**src/hw/rtl/assert_macros.svh**
```systemverilog
// -----------------------------------------------------------------------------
// Assertion macros
// Shared concurrent assertion forms used by the RTL.
// -----------------------------------------------------------------------------
`ifndef ASSERT_MACROS_SVH
`define ASSERT_MACROS_SVH

// Same-cycle implication, disabled while reset is asserted.
`define ASSERT_IMPLIES(label, clk, rst_n, ante, cons) \
  label: assert property (@(posedge clk) disable iff (!rst_n) (ante) |-> (cons)) \
    else $error("%m: same-cycle check failed");

// Next-cycle implication, disabled while reset is asserted.
`define ASSERT_NEXT(label, clk, rst_n, ante, cons) \
  label: assert property (@(posedge clk) disable iff (!rst_n) (ante) |=> (cons)) \
    else $error("%m: next-cycle check failed");

`endif

```
**src/hw/rtl/swrm_pkg.sv**
```systemverilog
// -----------------------------------------------------------------------------
// Sliding-window RMS meter package
// Widths, reset constants, controller states and the command bundle.
// -----------------------------------------------------------------------------
package swrm_pkg;

  localparam int SAMPLE_BITS    = 16;
  localparam int LEVEL_W        = 16;
  localparam int CFG_W          = 13;
  localparam int WINDOW_MAX_DEF = 4096;

  localparam logic [CFG_W-1:0]   CFG_RESET = 13'd4096;
  localparam logic [LEVEL_W-1:0] LEVEL_MAX = 16'hFFFF;

  // Square of a sample needs one bit less than twice the sample width.
  localparam int SQ_W = 2 * SAMPLE_BITS - 1;

  function automatic int sum_w(input int wmax);
    return SQ_W + $clog2(wmax);
  endfunction

  function automatic int root_w(input int wmax);
    return (sum_w(wmax) + 1) / 2;
  endfunction

  function automatic int addr_w(input int wmax);
    return (wmax > 1) ? $clog2(wmax) : 1;
  endfunction

  typedef enum logic [2:0] {
    ST_IDLE,
    ST_READ,
    ST_SQOLD,
    ST_SUB,
    ST_DIV,
    ST_ROOT,
    ST_OUT
  } swrm_state_t;

  typedef struct packed {
    logic accept;
    logic mem_rw;
    logic sq_old;
    logic sub;
    logic div_step;
    logic root_step;
    logic out_load;
  } swrm_cmd_t;

endpackage

```
**src/hw/rtl/swrm_ctrl.sv**
```systemverilog
// -----------------------------------------------------------------------------
// Sliding-window RMS meter controller
// Sequences ring update, square sum, serial divide and serial root per item.
// -----------------------------------------------------------------------------
module swrm_ctrl #(
  parameter int WINDOW_MAX = swrm_pkg::WINDOW_MAX_DEF
) (
  input  logic                clk,
  input  logic                rst_n,
  input  logic                in_valid,
  output logic                in_ready,
  output logic                out_valid,
  input  logic                out_ready,
  output swrm_pkg::swrm_cmd_t cmd
);
  import swrm_pkg::*;

  localparam int ROOT_W = root_w(WINDOW_MAX);
  localparam int QW     = 2 * ROOT_W;
  localparam int ITER_W = $clog2(QW);

  swrm_state_t       state_r, state_nxt;
  logic [ITER_W-1:0] iter_r, iter_nxt;
  logic              out_valid_r, out_valid_nxt;
  logic              out_free;

  assign out_free  = !out_valid_r || out_ready;
  assign out_valid = out_valid_r;

  // Next state and iteration count.
  always_comb begin
    state_nxt = state_r;
    iter_nxt  = iter_r;
    case (state_r)
      ST_IDLE: begin
        if (in_valid) begin
          state_nxt = ST_READ;
        end
      end
      ST_READ:  state_nxt = ST_SQOLD;
      ST_SQOLD: state_nxt = ST_SUB;
      ST_SUB: begin
        state_nxt = ST_DIV;
        iter_nxt  = '0;
      end
      ST_DIV: begin
        if (iter_r == ITER_W'(QW - 1)) begin
          state_nxt = ST_ROOT;
          iter_nxt  = '0;
        end else begin
          iter_nxt = iter_r + 1'b1;
        end
      end
      ST_ROOT: begin
        if (iter_r == ITER_W'(ROOT_W - 1)) begin
          state_nxt = ST_OUT;
          iter_nxt  = '0;
        end else begin
          iter_nxt = iter_r + 1'b1;
        end
      end
      ST_OUT: begin
        if (out_free) begin
          state_nxt = ST_IDLE;
        end
      end
      default: state_nxt = ST_IDLE;
    endcase
  end

  // Commands and handshake outputs.
  always_comb begin
    cmd           = '0;
    in_ready      = 1'b0;
    out_valid_nxt = out_valid_r && !out_ready;
    case (state_r)
      ST_IDLE: begin
        in_ready   = 1'b1;
        cmd.accept = in_valid;
      end
      ST_READ:  cmd.mem_rw    = 1'b1;
      ST_SQOLD: cmd.sq_old    = 1'b1;
      ST_SUB:   cmd.sub       = 1'b1;
      ST_DIV:   cmd.div_step  = 1'b1;
      ST_ROOT:  cmd.root_step = 1'b1;
      ST_OUT: begin
        if (out_free) begin
          cmd.out_load  = 1'b1;
          out_valid_nxt = 1'b1;
        end
      end
      default: cmd = '0;
    endcase
  end

  always_ff @(posedge clk) begin
    if (!rst_n) begin
      state_r     <= ST_IDLE;
      iter_r      <= '0;
      out_valid_r <= 1'b0;
    end else begin
      state_r     <= state_nxt;
      iter_r      <= iter_nxt;
      out_valid_r <= out_valid_nxt;
    end
  end

endmodule

```
**config.mk**
```make
export PLATFORM = sky130hd
export DESIGN_NAME = swrm_ctrl
export DESIGN_NICKNAME = d
export VERILOG_FILES = /design/src/hw/rtl/assert_macros.svh /design/src/hw/rtl/swrm_pkg.sv /design/src/hw/rtl/swrm_ctrl.sv
export SDC_FILE = /design/constraint.sdc
export NUM_CORES = 1
export LEC_CHECK = 0
export BUFFER_PORTS_ARGS = -buffer_cell sky130_fd_sc_hd__buf_2
export CORE_UTILIZATION = 40
export DETAILED_ROUTE_END_ITERATION = 16
export HOLD_SLACK_MARGIN = 0.02
export PLACE_DENSITY = 0.59
export SLEW_MARGIN = 30
export SYNTH_ARGS = -nofsm -noshare
export SYNTH_HDL_FRONTEND = slang
export SYNTH_SLANG_ARGS = --single-unit
```
**constraint.sdc**
```tcl
create_clock -name clk -period 1.55 [get_ports clk]
set_input_delay 0.465 -clock clk [delete_from_list [all_inputs] [get_ports clk]]
set_output_delay 0.465 -clock clk [all_outputs]
set_load 0.01 [all_outputs]
```
# Word-level counts from Yosys, hierarchy flattened
# Index checks and enable logic that the tools add are counted.
[totals]
input_bits = 4
rom_bits = 0
regBits = 10
wordCells = 42
n_memories = 0
out_inout_bits = 9
latch_bits = 0
ram_bits = 0
[classes]
add_sub_neg = 1
bitwise = 0
div = 0
n_shift = 0
n_lt_le_gt_ge = 0
multipliers = 0
n_eq_ne = 12
n_reduce_logical = 7
n_mux = 19
[op_table]
columns = ["op", "n"]
rows = [
  ["$pmux W3 S7", 1],
  ["$pmux W6 S3", 1],
  ["$mux W3", 4],
  ["$mux W6", 2],
  ["$mux W1", 11],
  ["$eq A3 B3 Y1 const B", 3],
  ["$ne A2 B2 Y1 const B", 4],
  ["$add A6 B1 Y6 const B", 1],
  ["$eq A3 B2 Y1 const B", 2],
  ["$eq A6 B5 Y1 const B", 1],
  ["$eq A6 B6 Y1 const B", 1],
  ["$reduce_and A4 Y1", 1],
  ["$eq A3 B1 Y1 const B", 1],
  ["$logic_not A3 Y1", 1],
  ["$reduce_bool A3 Y1", 1],
  ["$logic_not A1 Y1", 2],
  ["$logic_and A1 B1 Y1", 1],
  ["$logic_or A1 B1 Y1", 1],
]

# Depth between registers and ports, before layout
[depth]
depth_word = 4
mapped_depth = 6
ltp_nobuf = 6

# Worst setup path after synthesis
# Ideal clock, no wire load.
[synth_timing]
path_kind = "flip-flop to output port"
startpoint = "reg state_r[0]"
endpoint = "out cmd[6] (netlist name)"
slack_ps = -5
required_time_ps = 1085
stages_incl_launch_ff = 4
n_path_buf = 1
arrival_ps = 1090
cell_sequence = "dfxtp_1 buf_2 nor3_1 and2_1"
[synth_rtl]
columns = ["element", "line_no", "text"]
rows = [
  ["from (decl)", "swrm_ctrl.sv:22", "swrm_state_t state_r, state_nxt;"],
  ["from (signal assigned)", "swrm_ctrl.sv:102", "state_r <= state_nxt;"],
  ["to (decl)", "swrm_ctrl.sv:14", "output swrm_pkg::swrm_cmd_t cmd"],
]

==> qor.txt <==
Status = finished, violations left
Failing checks = negative setup slack
ANT nets after route = 0
Yosys Warn Count = 0
Final core utilization = 59.5%
Total Routed Length = 1690 microns
Reg clk slew, reported paths = 0.06 ns
Hold Violations, Final = 0
Worst min path class = input port to register
Share of the synthesized area in the top cell type = 30.7%
Relative slew slack = 79.5%
Ranking of synthesized cells by area = dfxtp_1 31%, nor2_1 4.6%, a21oi_1 3.8%
Clock Tree Buf Depth = 2
CTS Root Cell = clkbuf_4
Distinct cells, synth = 35
Antenna violations before repair = 0
Via/cell ratio = 5.42
PD cells = 712 mW/mm^2
Cell Area, Synth = 653 sq um
WP data required = 1.08 ns
Global-route wire length before repair = 2590 microns
Worst setup EP type = output pin
Critical Path Sink = cmd[6]
CP startpoint kind = register
Place WS = 0.0366 ns
Worst-Skew Late Latency = 0.27 ns
Final Cell Area = 907 sq um
Area grow syn2layout = 38.9%
Die Area = 0.00180 sq mm
1st-iter DRT viols = 17
Vias in the first global route = 552
Ys async rst share = 0%
Most instantiated library cell after synthesis = dfxtp_1
Final Critical Period = 1.56 ns
First-pass detailed-route iteration total = 4
Gr usage total = 20.3%
Rows = 14
Placed cell area = 742 sq um
Syn Inst Count = 80
Number of port buffers = 12
Fin. max-slew vios = 0
CP peak stage delay = 0.38 ns
DP Cell Count = 108
Maximum clock rate = 640 MHz
Post-synthesis sequential area ratio = 30.7%
N_diodes = 0
Worst R2R Start = state_r[0]$_SDFFE_PN0P_
Largest net degree at the start of global routing = 12
Post-Layout Cell Count = 123
LEAKAGE = 0.362 nW
Critical Path Slowest Stage Cell = dfxtp_4
Post-synth EDFFs = 0
Unrepaired setup endpoints after global routing = true
Total power = 646 uW
Worst setup path class = register to output pin
Clk_skew = 0.00362 ns
I/O pin count = 13
Worst reg-to-reg setup slack = 0.15 ns
CTS tree = yes
DP HPWL = 1070 microns
Final setup fails = 2
Cells on worst reg2reg path = 5
# nets final = 115
Num CTS Buffers = 3
VDD IR max = 0.417 mV
DRC errors left = 0
Placer Congestion = 0.802
Reg2reg end = state_r[0]$_SDFFE_PN0P_
H-tree level count = 1
Final critical-path share of the clock period = 101%
Via Count = 667
DR WL/cell = 13.8 microns
Synth area leader = dfxtp_1
Clock Sinks = 10
Die X = 42.4 microns
Arrival @ worst endpoint = 1.10 ns
Post-Syn Nets = 86
Worst-Margin Slew = 0.307 ns
Die Ht = 42.4 microns
Syn Area/Cell = 8.16 sq um
# hold bufs at CTS = 0
Initial Utilization = 42.9%
Layout cell share with drive strength beyond 1 = 40.2%
Crit path launch = state_r[1]$_SDFFE_PN0P_
Top post-synthesis cells by count = 10 x dfxtp_1, 8 x nor2_1, 6 x nand2_1
Final worst slack = -0.0134 ns
Worst-path maximum fanout = 7
Synth Flop Type = dfxtp_1
Yosys reg bits = 10
Max cap viols = 0
Total grt overflow = 0
Crit-path cells = nor3_4 > and2_1 > buf_2
Core box area = 0.00152 sq mm
==> metal layers <==
| metal | track usage [%] | up-vias | wire length (microns) |
|---|---|---|---|
| li1 | - | 348 | - |
| met1 | 23.5 | 302 | 761 |
| met2 | 32.3 | 12 | 830 |
| met3 | 6.47 | 5 | 65 |
| met4 | 12.5 | 0 | 35 |
| met5 | 0 | - | 0 |
==> layout by cell type, fill, tap and decap left out, types with 2 or more instances in the layout <==
cell type / synthesis / layout
a41oi_1: 2 / 2
buf_2: 3 / 12
and2_1: 3 / 3
dfxtp_4: 0 / 3
buf_6: 1 / 4
a21oi_1: 5 / 5
clkbuf_4: 0 / 3
nand2_1: 6 / 6
buf_4: 1 / 13
nand3_1: 3 / 3
nand4_1: 3 / 3
nand4b_1: 2 / 2
dfxtp_1: 10 / 7
xnor2_1: 2 / 2
nand3b_1: 3 / 3
ha_1: 2 / 2
nor2_1: 8 / 8
o21ai_1: 3 / 3
inv_1: 2 / 2
==> worst min path at each step <==
stage	to	startpoint	slack (ns)	cells past startpoint
2_1_floorplan	iter_r[0]$_SDFFE_PN0P_	iter_r[0]$_SDFFE_PN0P_	0.47	2
3_3_place_gp	out_valid$_SDFF_PN0_	out_valid$_SDFF_PN0_	0.49	2
3_5_place_dp	out_valid$_SDFF_PN0_	out_valid$_SDFF_PN0_	0.50	2
4_1_cts	state_r[0]$_SDFFE_PN0P_	rst_n	0.47	3
5_1_grt	out_valid$_SDFF_PN0_	rst_n	0.47	2
6_report	state_r[0]$_SDFFE_PN0P_	rst_n	0.47	3
==> layout make-up <==
cell class              count  area [sq um]
flip-flops and latches     10           211
multi-input cells          61           435
clock buffers               3          22.5
inverters                   4          15.0
well taps                  16          20.0
repair buffers             29           203
fillers                   144           617
==> logic make-up after synthesis <==
group | after synthesis | share of synthesized area [%]
flip-flops | 10 | 30.7
buffers and inverters | 9 | 7.47
AO/OA/AOI/OAI | 18 | 19.2
adder cells (fa/ha/maj) | 2 | 3.83
XOR/XNOR | 2 | 2.68
AND/OR/NAND/NOR | 39 | 36.2
==> worst max-delay path: cells and delay by family (launching register included) <==
kind / cells / cell delay (ns)
flip-flops: 1 / 0.38
buffers and inverters: 1 / 0.12
AND/OR/NAND/NOR: 2 / 0.33
==> where the power goes <==
group | leakage, nW | switching, mW | internal (mW)
Combinational | 0.265 | 0.0754 | 0.0938
Sequential | 0.0831 | 0.0259 | 0.268
Clock | 0.0138 | 0.0927 | 0.0900
Total | 0.362 | 0.194 | 0.452
==> flip-flops by register name (all words and copies together), names as in the netlist <==
register   count
iter_r         6
state_r        3
out_valid      1
==> metrics by stage <==
step | hold WS, ns | TNS (ns)
6_report | 0.475 | -0.0232
3_5_place_dp | 0.503 | 0
2_1_floorplan | 0.473 | 0
5_1_grt | 0.470 | -0.173
4_1_cts | 0.466 | -0.0267
3_3_place_gp | 0.493 | 0
==> what timing repair did <==
| action | in CTS | in global routing |
|---|---|---|
| setup endpoints to repair | 8 | 6 |
| resized for setup | 15 | 3 |
| endpoints found under the hold margin | 0 | 0 |
| buffers inserted | 7 | 5 |
| pin swaps | 2 | 3 |
No activity file was read; power rests on OpenSTA's default activity.
